File: src/design/piecewise_linear_table_interp_defines.svh
// Assertion macros for the interpolation table RTL
`ifndef PIECEWISE_LINEAR_TABLE_INTERP_DEFINES_SVH
`define PIECEWISE_LINEAR_TABLE_INTERP_DEFINES_SVH

// same-cycle implication, checked outside reset
`define PLTI_ASSERT_IMPL(label, ante, cons, msg) \
    label: assert property (@(posedge i_clk) disable iff (!i_rst_n) (ante) |-> (cons)) \
        else $error(msg);

// next-cycle implication, checked outside reset
`define PLTI_ASSERT_NEXT(label, ante, cons, msg) \
    label: assert property (@(posedge i_clk) disable iff (!i_rst_n) (ante) |=> (cons)) \
        else $error(msg);

`endif

File: src/design/plti_pkg.sv
// Constants shared by the interpolation table modules
package plti_pkg;

    localparam int DATA_W    = 32;
    localparam int FRAC_BITS = 16;
    localparam int DIV_CNT_W = $clog2(FRAC_BITS);

    localparam logic [1:0] ACT_QUERY  = 2'd0;
    localparam logic [1:0] ACT_APPEND = 2'd1;
    localparam logic [1:0] ACT_CLEAR  = 2'd2;

    localparam logic STATUS_OK   = 1'b0;
    localparam logic STATUS_FULL = 1'b1;

endpackage

File: src/design/plti_div.sv
// Restoring divider, one quotient bit per cycle, fraction of a proper quotient
module plti_div import plti_pkg::*; (
    input  logic                 i_clk,
    input  logic                 i_rst_n,
    input  logic                 i_start,
    input  logic [DATA_W-1:0]    i_num,
    input  logic [DATA_W-1:0]    i_den,
    output logic                 o_done,
    output logic [FRAC_BITS-1:0] o_quo
);

    logic [DATA_W-1:0]    r_rem;
    logic [DATA_W-1:0]    r_den;
    logic [FRAC_BITS-1:0] r_quo;
    logic [DIV_CNT_W-1:0] r_cnt;
    logic                 r_run;
    logic                 r_done;
    logic [DATA_W:0]      rem2;
    logic                 ge;

    assign rem2 = {r_rem, 1'b0};
    assign ge   = rem2 >= {1'b0, r_den};

    always_ff @(posedge i_clk) begin
        if (!i_rst_n) begin
            r_run  <= 1'b0;
            r_done <= 1'b0;
            r_cnt  <= '0;
        end else if (i_start) begin
            r_rem  <= i_num;
            r_den  <= i_den;
            r_cnt  <= DIV_CNT_W'(FRAC_BITS - 1);
            r_run  <= 1'b1;
            r_done <= 1'b0;
        end else if (r_run) begin
            r_rem  <= ge ? DATA_W'(rem2 - {1'b0, r_den}) : rem2[DATA_W-1:0];
            r_quo  <= {r_quo[FRAC_BITS-2:0], ge};
            r_cnt  <= r_cnt - DIV_CNT_W'(1);
            r_run  <= (r_cnt != '0);
            r_done <= (r_cnt == '0);
        end else begin
            r_done <= 1'b0;
        end
    end

    assign o_done = r_done;
    assign o_quo  = r_quo;

endmodule

File: config.mk
export PLATFORM = sky130hd
export DESIGN_NAME = plti_div
export DESIGN_NICKNAME = d
export VERILOG_FILES = /design/src/design/piecewise_linear_table_interp_defines.svh /design/src/design/plti_pkg.sv /design/src/design/plti_div.sv
export SDC_FILE = /design/constraint.sdc
export NUM_CORES = 1
export LEC_CHECK = 0
export BUFFER_PORTS_ARGS = -buffer_cell sky130_fd_sc_hd__buf_2
export CAP_MARGIN = 10
export CORE_MARGIN = 5
export CORE_UTILIZATION = 60
export CTS_BUF_LIST = sky130_fd_sc_hd__clkbuf_16
export DETAILED_ROUTE_END_ITERATION = 12
export GPL_TIMING_DRIVEN = 0
export PLACE_DENSITY = 0.93
export SLEW_MARGIN = 20
export SYNTH_ARGS = -nofsm -noshare
export SYNTH_HDL_FRONTEND = slang
export SYNTH_SLANG_ARGS = --single-unit
File: constraint.sdc
create_clock -name i_clk -period 7.75 [get_ports i_clk]
set_input_delay 0.3875 -clock i_clk [delete_from_list [all_inputs] [get_ports i_clk]]
set_output_delay 0.3875 -clock i_clk [all_outputs]
set_load 0.02 [all_outputs]
[Word level (Yosys, flattened, before mapping)]
Cells that the tools add are included.
Word-level totals
  memories: 0
  bits in registers: 86
  memory bits (writable): 0
  bits in read-only memories: 0
  input bits: 67
  latch bits: 0
Operators by class
  multipliers: 0
  equal/unequal tests: 0
  shift-type cells: 0
  bitwise operators: 3
  magnitude comparators: 1
  divide/modulo/power cells: 0
  add/subtract/negate cells: 2
  muxes and demuxes: 7
  reductions and logical operators: 7
Operators by type and width (number)
  32-bit 2-to-1 mux: 3
  33-bit by 32-bit >= comparator with 1-bit output: 1
  32-bit subtractor: 1
  4-bit 2-to-1 mux: 2
  4-bit logical NOT: 1
  2-bit AND reduction: 2
  4-bit nonzero test: 1
  4-bit by 1-bit subtractor with 4-bit output, second input constant: 1
  1-bit inverter: 3
  3-bit AND reduction: 1
  3-bit OR reduction: 1
  1-bit 2-to-1 mux: 2
  2-bit nonzero test: 1

[Logic depth before layout (Yosys ltp)]
Gate-level depths: netlist of the first run.
  depth after elaboration: 4
  gate-level depth with buffers: 13
  gate-level depth less buffers: 11

[Least setup slack after synthesis of the first run]
Ideal clock, no wire load.
  path kind: register to register
  from: register r_rem[4]
  to: register r_rem[4], data pin
  cell stages (with the launch flop): 12
  path slack: 4886 ps
  clock period less this slack: 2864 ps
  path buffers: 2
  setup time: 270 ps
  arrival time: 2594 ps
  path through: edfxtp_1 ha_1 clkbuf_1 nand4_1 a211oi_2 a211oi_2 o31ai_4 a31oi_2 a21oi_4 buf_6 mux2i_1 a21oi_1
On the way
  longest elaborated chain between the ends: 4
RTL lines
  start: declaration: RTL line plti_div.sv:12  | logic [DATA_W-1:0] r_rem;
  start signal: assignment: RTL line plti_div.sv:30  | r_rem <= i_num;
  start signal: assignment: RTL line plti_div.sv:36  | r_rem <= ge ? DATA_W'(rem2 - {1'b0, r_den}) : rem2[DATA_W-1:0];
  33-bit by 32-bit >= comparator with 1-bit output: RTL line plti_div.sv:22  | assign ge = rem2 >= {1'b0, r_den};
  32-bit 2-to-1 mux: RTL line plti_div.sv:36
  32-bit 2-to-1 mux: RTL line plti_div.sv:35  | end else if (r_run) begin
  32-bit 2-to-1 mux: RTL line plti_div.sv:29  | end else if (i_start) begin
No other way between the ends. The select of a mux whose other input is x is not followed.
A chain may end at the register's enable or synchronous reset.

[Worst setup path after layout of the first run]
Same ends and word-level chain as after synthesis.

==> results of run 1 <==
-- flip-flops by register name, summed over array words and instances (netlist names) --
register,count
o_done,1
r_run,1
r_rem,32
r_cnt,4
o_quo,16
r_den,32
-- critical path, cell delays in order (launching register included) --
cell and delay (ns):
sky130_fd_sc_hd__edfxtp_1 0.40, sky130_fd_sc_hd__ha_1 0.31, sky130_fd_sc_hd__clkbuf_1 0.27, sky130_fd_sc_hd__nand4_1 0.15
sky130_fd_sc_hd__a211oi_2 0.29, sky130_fd_sc_hd__a211oi_2 0.17, sky130_fd_sc_hd__o31ai_4 0.41, sky130_fd_sc_hd__a31oi_2 0.22
sky130_fd_sc_hd__a21oi_4 0.43, sky130_fd_sc_hd__buf_6 0.26, sky130_fd_sc_hd__mux2i_1 0.26, sky130_fd_sc_hd__a21oi_1 0.10
-- metrics by stage --
stage	hold slack, ns	power (mW)	setup WS, ns	instances
finish	0.218	1.52	4.19	727
global placement	0.422	0.980	4.38	709
CTS	0.215	1.51	4.25	727
detailed placement	0.439	1.00	4.26	711
global route	0.210	1.59	4.04	727
floorplan	0.486	0.892	4.89	518
-- path summary, 6_finish.rpt --
kind,slack [ns],to,startpoint
max reg2reg,4.19,r_rem[4]$_DFFE_PP_,r_rem[4]$_DFFE_PP_
min reg2reg,0.46,o_quo[9]$_DFFE_PP_,o_quo[8]$_DFFE_PP_
max,4.19,r_rem[4]$_DFFE_PP_,r_rem[4]$_DFFE_PP_
min,0.22,r_den[8]$_DFFE_PP_,i_den[8]
-- power by group through the flow --
stage,clock (mW),combinational [mW],sequential (mW)
2_1_floorplan,0,0.314,0.578
3_3_place_gp,0,0.400,0.580
3_5_place_dp,0,0.419,0.581
4_1_cts,0.517,0.425,0.572
5_1_grt,0.537,0.473,0.576
6_report,0.513,0.432,0.573
-- final cells by class --
type | count | area share
clock buffers | 9 | 0.0359
clock inverters | 7 | 0.0202
inverters | 44 | 0.0263
flip-flops and latches | 86 | 0.402
well taps | 108 | 0.0216
plain buffers | 21 | 0.0166
multi-input cells | 367 | 0.402
repair buffers | 85 | 0.0750
-- layout by cell type, fill, tap and decap left out, types with 3 or more instances in the layout --
cell type / netlist / routed
sky130_fd_sc_hd__buf_2: 2 / 85
sky130_fd_sc_hd__edfxtp_1: 80 / 80
sky130_fd_sc_hd__nand2_1: 60 / 60
sky130_fd_sc_hd__inv_1: 44 / 44
sky130_fd_sc_hd__ha_1: 33 / 33
sky130_fd_sc_hd__a21oi_1: 31 / 31
sky130_fd_sc_hd__nor2_1: 29 / 29
sky130_fd_sc_hd__o21ai_1: 24 / 24
sky130_fd_sc_hd__mux2i_1: 24 / 24
sky130_fd_sc_hd__o21ai_0: 21 / 21
sky130_fd_sc_hd__xnor2_1: 20 / 20
sky130_fd_sc_hd__a21o_1: 18 / 18
sky130_fd_sc_hd__clkbuf_1: 16 / 16
sky130_fd_sc_hd__xor2_1: 12 / 12
sky130_fd_sc_hd__nand4_1: 9 / 9
sky130_fd_sc_hd__clkbuf_16: 0 / 9
sky130_fd_sc_hd__a31oi_1: 7 / 7
sky130_fd_sc_hd__nand3_1: 6 / 6
sky130_fd_sc_hd__dfxtp_1: 6 / 6
sky130_fd_sc_hd__o21a_1: 6 / 5
sky130_fd_sc_hd__and3_1: 5 / 5
sky130_fd_sc_hd__o21bai_1: 5 / 5
sky130_fd_sc_hd__nand2b_1: 5 / 5
sky130_fd_sc_hd__a21boi_0: 5 / 5
sky130_fd_sc_hd__nor3_1: 4 / 4
sky130_fd_sc_hd__nor2b_1: 3 / 3
sky130_fd_sc_hd__nor4_1: 3 / 3
sky130_fd_sc_hd__or3_1: 3 / 3
sky130_fd_sc_hd__buf_6: 3 / 3
sky130_fd_sc_hd__bufinv_16: 0 / 3
-- logic make-up after synthesis --
kind of cell / share of synthesized area
AOI/OAI and AO/OA: 0.180
xor gates and xnor gates: 0.0528
adders and majority gates: 0.0815
buffers and inverters: 0.0507
DFF: 0.475
muxes: 0.0474
and+or+nand+nor: 0.112
-- metal layers --
layer	GRT usage	wire length, um
met5	0	0
met4	0.0749	264
met3	0.0670	1090
met2	0.423	6640
met1	0.289	5250
==> results by stage, run 1 <==
Worst setup path:
- The kind of launch point of the worst setup path is a flip-flop.
- In this run the worst path has a maximum fanout of 10.
- The critical path is of the flip-flop to flip-flop type.
- The required time of the critical path is 7.82 ns.
- The sort of element at the end of the critical path is a flip-flop.
- The number of cells traversed by the worst register-to-register path is 11.
- For the worst setup path, the data arrival time is 3.62 ns.

Power and ir drop:
- The share of power burned in the clock network is 0.338.
- The share of total power dissipated in combinational logic is 0.284.
- The net switching fraction of the power is 0.306.
- The power density of the placed cells is 242 nW/um^2.
- The worst vdd rail ir drop is 0.000151 V.
- Of the total power, registers draw 0.377.
- The switching component of the power is 0.465 mW.
- The standby leakage power is around 2.7 nW.
- The internal portion of total power is about 1.1 mW.

Timing:
- Static timing analysis puts the maximum clock frequency at approximately 0.28 GHz.
- The final count of pins violating max slew is 0.
- Setup repair after global routing left no endpoint under its margin.
- The number of setup violations in the final report is 0.
- In the finished design, the share of the clock period the worst path needs comes to 0.459.
- The clock period minus final worst setup slack is roughly 3.6 ns.
- For the pin with the worst max-slew slack, the measured transition is ~0.70 ns.
- The tightest slew margin relative to the limit is 0.535.
- The total count of hold-check failures in the final report came to 0.
- The total negative setup slack is 0 ns.
- The worst-case clock skew is 0.00462 ns.

Finish:
- After filler insertion, the fill cell instance count of the layout stands at around 640.
- Of the cells placed in the final design, the portion with a size suffix greater than 1 is 0.192.
- Compared with the post-synthesis result, the final layout area differs by 18.1%.
- The footprint of the flip-flops and latches is around 2500 um^2.
- After the last flow step, the layout net total stands at between 700 and 800.
- The multi-input combinational cells in the finished layout cover a total of 2520 um^2.
- The fraction of the core area covered by cells at the end of the flow is 0.722.
- 0 antenna diodes ended up in the layout.
- The final non-filler cell area is 6270 um^2.

Die:
- The die is 104 um tall.
- The core region is roughly 8700 um^2.
- The total die area is between 10000 and 15000 um^2.
- The floorplan has 34 rows.
- During I/O placement, the number of pins put on the boundary was 84.
- The starting density of the core is 0.612.
- From left edge to right edge, the die measures between 100 and 150 um.

Detailed routing:
- The violation count after the first detailed-routing iteration is a little under 300.
- The per-cell routed wire length is about 18 um.
- The number of vias after detailed routing is 4376.
- For this run, the detailed router's first-pass iteration total came to 5.
- The routed design has between 10 and 15 mm of wire.
- The residual antenna-violating net count after detailed routing is 0.
- In the routed design, unresolved DRC markers number 0.
- The per-cell via count in the routed design is 6.02.

Yosys:
- The cell count after synthesis is roughly 520.
- The Yosys step of the flow raised 0 warnings.
- The number of flops mapped to enable cells by yosys is 80.
- The commonest cells after synthesis are sky130_fd_sc_hd__edfxtp_1 (80), sky130_fd_sc_hd__nand2_1 (60), sky130_fd_sc_hd__inv_1 (44), sky130_fd_sc_hd__ha_1 (33), sky130_fd_sc_hd__a21oi_1 (31).
- By area the synthesized netlist is led by sky130_fd_sc_hd__edfxtp_1 (45%), sky130_fd_sc_hd__ha_1 (7.8%), sky130_fd_sc_hd__mux2i_1 (4.5%).
- The dominant cell by count in the synthesized netlist is sky130_fd_sc_hd__edfxtp_1.
- The distinct cell type count of the synthesized netlist is between 50 and 60.
- The number of storage elements in the synthesis netlist is 86.
- The synthesized netlist occupies a cell area of approximately 5300 um^2.
- The leading area contributor after synthesis is sky130_fd_sc_hd__edfxtp_1.
- The most instantiated flip-flop cell in the synthesis netlist is sky130_fd_sc_hd__edfxtp_1.
- The mean area per synthesized cell is 10.3 um^2.
- The post-synthesis sequential area ratio is 0.475.
- Of all flip-flops after synthesis, the portion carrying an async set or reset was 0.
- The share of synthesized area in the top cell type comes to 0.452.
- The net count of the mapped netlist is a little over 600.

Global route:
- The first-pass GRT wire length is 21.4 mm.
- The number of global-route vias before repair is about 4400.
- After global routing the overflow that remains totals 0.
- The number of antenna violations at the first check in global routing came to 0.
- Entering global routing, the biggest net connects 19 pins.
- For this run, the total global-route usage over all layers was measured as 0.242.

Placement:
- Summing all placed instances gives a cell area of between 5000 and 6000 um^2.
- The placer congestion estimate is between 0.9 and 1.
- The total of buffers placed on input and output ports is 83.
- The sum of net half-perimeters after detailed placement is between 9 and 10 mm.

Clocking:
- The post-CTS resize count is 0.
- The post-CTS setup buffer count is 0.
- The buffer depth of the longest clock path is 2.
- The hold buffer count at cts is 0.
- The clock root buffer master is sky130_fd_sc_hd__clkbuf_16.
- The H-tree depth is 3.
- For this design, the sink count on the clock tree is 86.
- The total CTS buffers is 9.
- The post-CTS clock slew at the launch and capture registers of the worst setup and hold paths is ~0.070 ns.
- The source-to-sink clock delay at the later pin of the worst-skew pair is between 0.3 and 0.4 ns.
- TritonCTS built the clock tree.

Worst hold path:
- The instance count along the most critical hold path is 1.
- The class of the most critical hold timing path is primary input to flip-flop.

Flow run:
- Across the run, the number of max-cap violations was 0.

Outcome:
- The run finished with clean final reports.
Note: power is estimated with default switching activity, not from simulation.
==> run 2, diff against run 1 <==
--- a/config.mk
+++ b/config.mk
@@ -8,11 +8,11 @@
 export BUFFER_PORTS_ARGS = -buffer_cell sky130_fd_sc_hd__buf_2
 export CAP_MARGIN = 10
 export CORE_MARGIN = 5
-export CORE_UTILIZATION = 60
+export CORE_UTILIZATION = 57
 export CTS_BUF_LIST = sky130_fd_sc_hd__clkbuf_16
 export DETAILED_ROUTE_END_ITERATION = 12
 export GPL_TIMING_DRIVEN = 0
-export PLACE_DENSITY = 0.93
+export PLACE_DENSITY = 0.89
 export SLEW_MARGIN = 20
 export SYNTH_ARGS = -nofsm -noshare
 export SYNTH_HDL_FRONTEND = slang
==> constraint.sdc (replaced) <==
create_clock -name i_clk -period 3.5 [get_ports i_clk]
set_input_delay 0.175 -clock i_clk [delete_from_list [all_inputs] [get_ports i_clk]]
set_output_delay 0.175 -clock i_clk [all_outputs]
set_load 0.02 [all_outputs]
==> run 2 against run 1 <==
  * Combinational power up 120%
  * Via count up 0.23%
  * Die area up 4.8%
  * Core utilization down 3.9 points
  * Register-to-register slack worse by 4.0 ns
  * Final cell count up 1.2%
  * Critical endpoint is now r_rem[5]$_DFFE_PP_
  * Clock skew up 0.0053 ns
  * Power up 100%
==> results by stage, run 2 (synthesis results as in run 1) <==
Detailed routing:
- Using the TritonRoute via totals, the vias-per-cell ratio works out to 5.96.
- The violation count after the first detailed-routing iteration is 273.
- The final routed wirelength across all metal layers is ~13 mm.
- The residual antenna-violating net count after detailed routing is 0.
- The number of vias after detailed routing is around 4400.
- The post-route DRC violation count is 0.
- For this run, the detailed router's first-pass iteration total came to 6.
- After detailed routing, the average wire length per cell comes to ~17 um.

Timing:
- Dividing the final minimum period by the clock period gives 0.958.
- On the final layout, the worst hold slack is about 0.00083 ns.
- Summed over all failing endpoints, the final setup total negative slack is 0 ns.
- The total count of hold-check failures in the final report is 0.
- The worst-case clock skew is slightly below 0.01 ns.
- Derived from the worst setup path, the maximum achievable clock frequency is 0.298 GHz.
- The final count of pins violating max slew was 0.
- At the pin with the least slew margin, the transition time is ~0.7 ns.
- In the post-route analysis, the smallest setup slack over all paths is between 0.1 and 0.15 ns.
- The number of setup violations in the final report is 0.
- Setup repair after global routing left no endpoint under its margin.
- Headroom to the max-slew limit came out at 0.547.
- The worst path needs around 3.4 ns of the cycle, external delays included.

Clocking:
- For the worst-skew pair, the clock arrives at the later sink with an insertion delay of around 0.34 ns.
- CTS built an H-tree with a depth of 3.
- The buffer depth of the longest clock path is 2.
- After clock tree synthesis, the clock-pin slew on the worst setup and hold paths is around 0.07 ns.
- The clock tree from TritonCTS is done.
- The root buffer cell chosen for the clock tree is sky130_fd_sc_hd__clkbuf_16.
- The post-CTS resize count is 0.
- The sink count of the clock tree is 86.
- Counting the buffers created by CTS gives 9.

Global route:
- The first-pass GRT wire length is roughly 21 mm.
- Across every metal layer, demand over resource in global routing totals 0.228.
- The number of global-route vias before repair is around 4300.
- The number of antenna violations at the first check in global routing came to 0.
- The aggregate global routing overflow is 0.
- Entering global routing, the biggest net connects 23 pins.

Worst setup path:
- The biggest fanout along the worst timing path is 8.
- The worst endpoint data arrival time is 3.43 ns.
- At the worst endpoint, the required time is around 3.6 ns.
- The worst setup path is launched from a flip-flop.
- The critical setup path kind is flip-flop to flip-flop.
- The sort of element at the end of the critical path is a flip-flop.

Placement:
- The post-detailed-placement cell area is 5920 um^2.
- Routability-driven placement finished with a final weighted congestion of around 0.93.
- Once detailed placement completed, the half-perimeter wirelength came to a little under 10 mm.
- Timing analysis after detailed placement gives a worst setup slack of 0.0515 ns.
- Input and output buffers added on the ports amount to 83.

Finish:
- The final non-filler cell area is around 6300 um^2.
- The share of post-route cells with drive strength above 1 is 0.189.
- The repair_antennas step left the layout with diodes totalling 0.
- The top cell types in the final layout, fill and taps aside, are sky130_fd_sc_hd__buf_2 (85), sky130_fd_sc_hd__edfxtp_1 (80), sky130_fd_sc_hd__nand2_1 (60).
- In the final layout, the multi-input gates occupy around 2500 um^2.
- The layout overhead on the synthesized area is 17.7%.
- The filler cells instantiated in the layout total 665.
- The footprint of the flip-flops and latches is around 2500 um^2.
- The most common cell after layout, fill and taps aside is sky130_fd_sc_hd__buf_2.
- After the last flow step, the layout net total stands at between 700 and 800.

Die:
- The floorplan step defined a die boundary enclosing 11300 um^2.
- between 80 and 90 I/O pins were placed.
- Measured along the x axis, the die boundary spans about 110 um.
- In this run the standard cell core region covers roughly 9200 um^2.
- Row generation in the floorplan step produced 35 rows.
- Measured along the y axis, the die boundary spans ~110 um.
- The starting density of the core is 0.580.

Outcome:
- The run finished with clean final reports.

Power and ir drop:
- The worst vdd rail ir drop is ~0.00023 V.
- The power density of the placed cells is 497 nW/um^2.
- Summed over all cells, the static leakage comes to roughly 2.7 nW.

Flow run:
- Across the run, the number of max-cap violations was 0.

Worst hold path:
- The class of the most critical hold timing path is primary input to flip-flop.
-- run 2: what timing repair did --
item                                    4_1_cts  5_1_grt
endpoints found under the hold margin         0        5
endpoints found under the setup margin        0       24
setup buffers                                 0        2
hold buffers                                  0        5
-- run 2: critical path, stage by stage, from the launching register on --
cell and delay, ns:
sky130_fd_sc_hd__edfxtp_1 0.41, sky130_fd_sc_hd__ha_1 0.32, sky130_fd_sc_hd__buf_2 0.18, sky130_fd_sc_hd__a21oi_1 0.23, sky130_fd_sc_hd__o21ai_1 0.14, sky130_fd_sc_hd__a221o_1 0.34
sky130_fd_sc_hd__a211oi_2 0.40, sky130_fd_sc_hd__o31ai_4 0.16, sky130_fd_sc_hd__a31oi_2 0.25, sky130_fd_sc_hd__a21oi_4 0.14, sky130_fd_sc_hd__buf_4 0.19, sky130_fd_sc_hd__mux2i_1 0.20
sky130_fd_sc_hd__o21ai_0 0.10
-- run 2: layout make-up --
cell class / count / area share
Buffer: 20 / 0.0160
Inverter: 44 / 0.0264
Clock buffer: 9 / 0.0360
Clock inverter: 7 / 0.00681
Timing Repair Buffer: 92 / 0.0857
Multi-Input combinational cell: 367 / 0.403
Sequential cell: 86 / 0.404
Tap cell: 111 / 0.0222
-- run 2: through the flow --
stage,instances,total power [mW],utilization
floorplan,518,1.97,-
global placement,712,2.16,0.641
detailed placement,714,2.21,0.647
CTS,730,3.08,0.676
global route,736,3.25,0.683
finish,736,3.10,0.683
-- run 2: path summary, 6_finish.rpt --
check                     start                  end  slack, ns  cells after the start
max          r_rem[5]$_DFFE_PP_   r_rem[5]$_DFFE_PP_       0.15                     12
max reg2reg  r_rem[5]$_DFFE_PP_   r_rem[5]$_DFFE_PP_       0.15                     12
min reg2reg  o_quo[8]$_DFFE_PP_   o_quo[9]$_DFFE_PP_       0.45                      0
min                   i_den[24]  r_den[24]$_DFFE_PP_     0.0008                      1
-- run 2: where the power goes --
part / leakage (nW) / internal [mW] / switching (mW)
combinational: 1.80 / 0.407 / 0.559
sequential: 0.802 / 1.23 / 0.0398
clock: 0.136 / 0.476 / 0.398
-- run 2: metal layers --
metal	routed length [um]	global-route usage	vias to the layer above
met5	0	0	-
met4	370	0.0858	0
met3	913	0.0437	44
met2	6170	0.393	208
met1	5360	0.286	2046
li1	-	-	2088
==> run 3, diff against run 2 <==
--- a/config.mk
+++ b/config.mk
@@ -7,7 +7,7 @@
 export LEC_CHECK = 0
 export BUFFER_PORTS_ARGS = -buffer_cell sky130_fd_sc_hd__buf_2
 export CAP_MARGIN = 10
-export CORE_MARGIN = 5
+export CORE_MARGIN = 2
 export CORE_UTILIZATION = 57
 export CTS_BUF_LIST = sky130_fd_sc_hd__clkbuf_16
 export DETAILED_ROUTE_END_ITERATION = 12
==> run 3 against run 2 <==
  * Sequential power is essentially flat
  * Routed wire length is 3.3% lower
  * Highest routed layer unchanged
  * Final cell count did not move
  * Largest cell class unchanged
==> results by stage, run 3 (synthesis results as in run 1) <==
Detailed routing:
- The routed layout has between 4000 and 5000 vias.
- The number of iterations in the first detailed-routing pass is 5.
- The per-cell routed wire length is around 17 um.
- Using the TritonRoute via totals, the vias-per-cell ratio works out to approximately 5.8.
- The residual antenna-violating net count after detailed routing is 0.
- In the routed design, unresolved DRC markers number 0.
- Summed over all layers, the routed wires come to between 10 and 15 mm.
- The first routing iteration left about 270 violations.

Timing:
- The clock period minus final worst setup slack is 3.26 ns.
- For the pin with the worst max-slew slack, the measured transition is roughly 0.67 ns.
- The total negative setup slack is 0 ns.
- The total count of hold-check failures in the final report is 0.
- The final worst setup slack is 0.236 ns.
- Hold is met by around 0.0067 ns.
- The final worst-path cycle share is 0.933.
- The final count of pins violating max slew is 0.
- Timing would allow up to between 0.3 and 0.4 GHz.
- Setup violations remaining at the end of the flow were counted as 0.
- The tightest slew margin relative to the limit is 0.555.
- For the final database, setup skew stands at roughly 0.0087 ns.
- Setup repair after global routing left no endpoint under its margin.

Placement:
- The total of buffers placed on input and output ports is 83.
- The cell count after placement is about 710.
- Once detailed placement completed, the half-perimeter wirelength came to just over 9 mm.
- The post-placement setup slack is ~0.044 ns.
- After detailed placement, the total cell area comes to a little under 6000 um^2.
- The placer congestion estimate is 0.890.

Finish:
- The finished layout holds roughly 740 standard cells, fillers aside.
- With fillers left out, the area of the finished cells amounts to around 6300 um^2.
- The most common cell after layout, fill and taps aside is sky130_fd_sc_hd__buf_2.
- In the layout the commonest cells are sky130_fd_sc_hd__buf_2 (85), sky130_fd_sc_hd__edfxtp_1 (80), sky130_fd_sc_hd__nand2_1 (60).
- 0 antenna diodes ended up in the layout.
- At the end of the flow the core is filled with cells to 0.688.
- The post-layout net count is a little over 700.
- The layout overhead on the synthesized area is 18.6%.
- Of the cells placed in the final design, the portion with a size suffix greater than 1 is 0.197.

Clocking:
- The source-to-sink clock delay at the later pin of the worst-skew pair is 0.34 ns.
- The post-CTS clock slew at the launch and capture registers of the worst setup and hold paths is about 0.07 ns.
- The post-CTS resize count is 0.
- The H-tree depth is 3.
- In this run the deepest clock path goes through 2 buffers.
- The clock root buffer master is sky130_fd_sc_hd__clkbuf_16.
- Counting the buffers created by CTS gives 9.
- TritonCTS built the clock tree.
- The tree built by TritonCTS fans out to 86 sinks.

Outcome:
- The run finished with clean final reports.

Die:
- The area of the placeable core is between 9000 and 10000 um^2.
- For this configuration, the core starts out at a cell density of 0.580.
- The floorplan has 35 rows.
- In this run the vertical extent of the chip is approximately 100 um.
- The number of I/O pins is 84.
- The total die area is approximately 10000 um^2.
- The die is roughly 100 um wide.

Global route:
- The number of global-route vias before repair is ~4300.
- For this run, the total global-route usage over all layers was measured as 0.256.
- The first-pass GRT wire length is 20.2 mm.
- In the global route stage, met3 resource usage came out at 0.0485.
- The number of antenna violations at the first check in global routing was 0.
- The maximum number of pins on one net before global-route repair is 23.
- The total overflow left after global routing is 0.
- For met2 alone, demand over resource in global routing was 0.444.
- In this run the most used layer during global routing was met2.
- For this run, global-route usage on met1 was measured as 0.323.

Worst hold path:
- The class of the most critical hold timing path is primary input to flip-flop.

Flow run:
- The tool flagged a number of max-cap violations equal to 0.

Power and ir drop:
- For this design the static power due to leakage is ~2.8 nW.
- The power density of the placed cells is 519 nW/um^2.
- The total power consumption of the routed design is between 3 and 4 mW.
- The worst-case IR drop observed on VDD is just under 0.0003 V.

Worst setup path:
- The reg-to-reg setup timing slack is about 0.24 ns.
- The worst endpoint data arrival time is between 3 and 4 ns.
- The kind of launch point of the worst setup path is a flip-flop.
- The biggest fanout along the worst timing path is 10.
- The sort of element at the end of the critical path is a flip-flop.
- The required time of the critical path is 3.56 ns.
- The setup path with the least slack is of type flip-flop to flip-flop.
## run 3: layer usage
metal,up-vias,wire length (um)
met5,-,0
met4,0,236
met3,20,881
met2,169,6120
met1,1996,5170
li1,2086,-
## run 3: worst max-delay path: stages, from the launching register on
cell,delay [ns]
sky130_fd_sc_hd__edfxtp_1,0.41
sky130_fd_sc_hd__ha_1,0.33
sky130_fd_sc_hd__nor2b_1,0.20
sky130_fd_sc_hd__o31ai_2,0.13
sky130_fd_sc_hd__a211oi_2,0.37
sky130_fd_sc_hd__a211oi_2,0.17
sky130_fd_sc_hd__o31ai_4,0.29
sky130_fd_sc_hd__a31oi_2,0.16
sky130_fd_sc_hd__a21oi_4,0.31
sky130_fd_sc_hd__buf_6,0.23
sky130_fd_sc_hd__mux2i_1,0.26
sky130_fd_sc_hd__a21oi_1,0.10
## run 3: final timing paths
path	start	end	depth (start not counted)
worst max-delay path	r_rem[0]$_DFFE_PP_	r_rem[4]$_DFFE_PP_	11
worst min-delay path	i_den[11]	r_den[11]$_DFFE_PP_	1
worst max register to register	r_rem[0]$_DFFE_PP_	r_rem[4]$_DFFE_PP_	11
worst min register to register	o_quo[7]$_DFFE_PP_	o_quo[8]$_DFFE_PP_	0
## run 3: final cells by class
| type | instances | area, um^2 |
|---|---|---|
| plain buffers | 20 | 100 |
| clock buffers | 9 | 225 |
| clock inverters | 7 | 96.3 |
| fillers | 682 | 2860 |
| inverters | 44 | 165 |
| multi-input cells | 367 | 2520 |
| flip-flops and latches | 86 | 2520 |
| well taps | 111 | 139 |
| repair buffers | 92 | 528 |
## run 3: where the power goes
| group | internal [mW] | switching, mW |
|---|---|---|
| combinational | 0.412 | 0.552 |
| clock | 0.628 | 0.412 |
| sequential | 1.23 | 0.0394 |
| total | 2.27 | 1.00 |
## run 3: what timing repair did
action                                  CTS  global route
buffers inserted                          0             5
endpoints found under the hold margin     0             2
hold buffers                              0             2
endpoints found under the setup margin    0            25
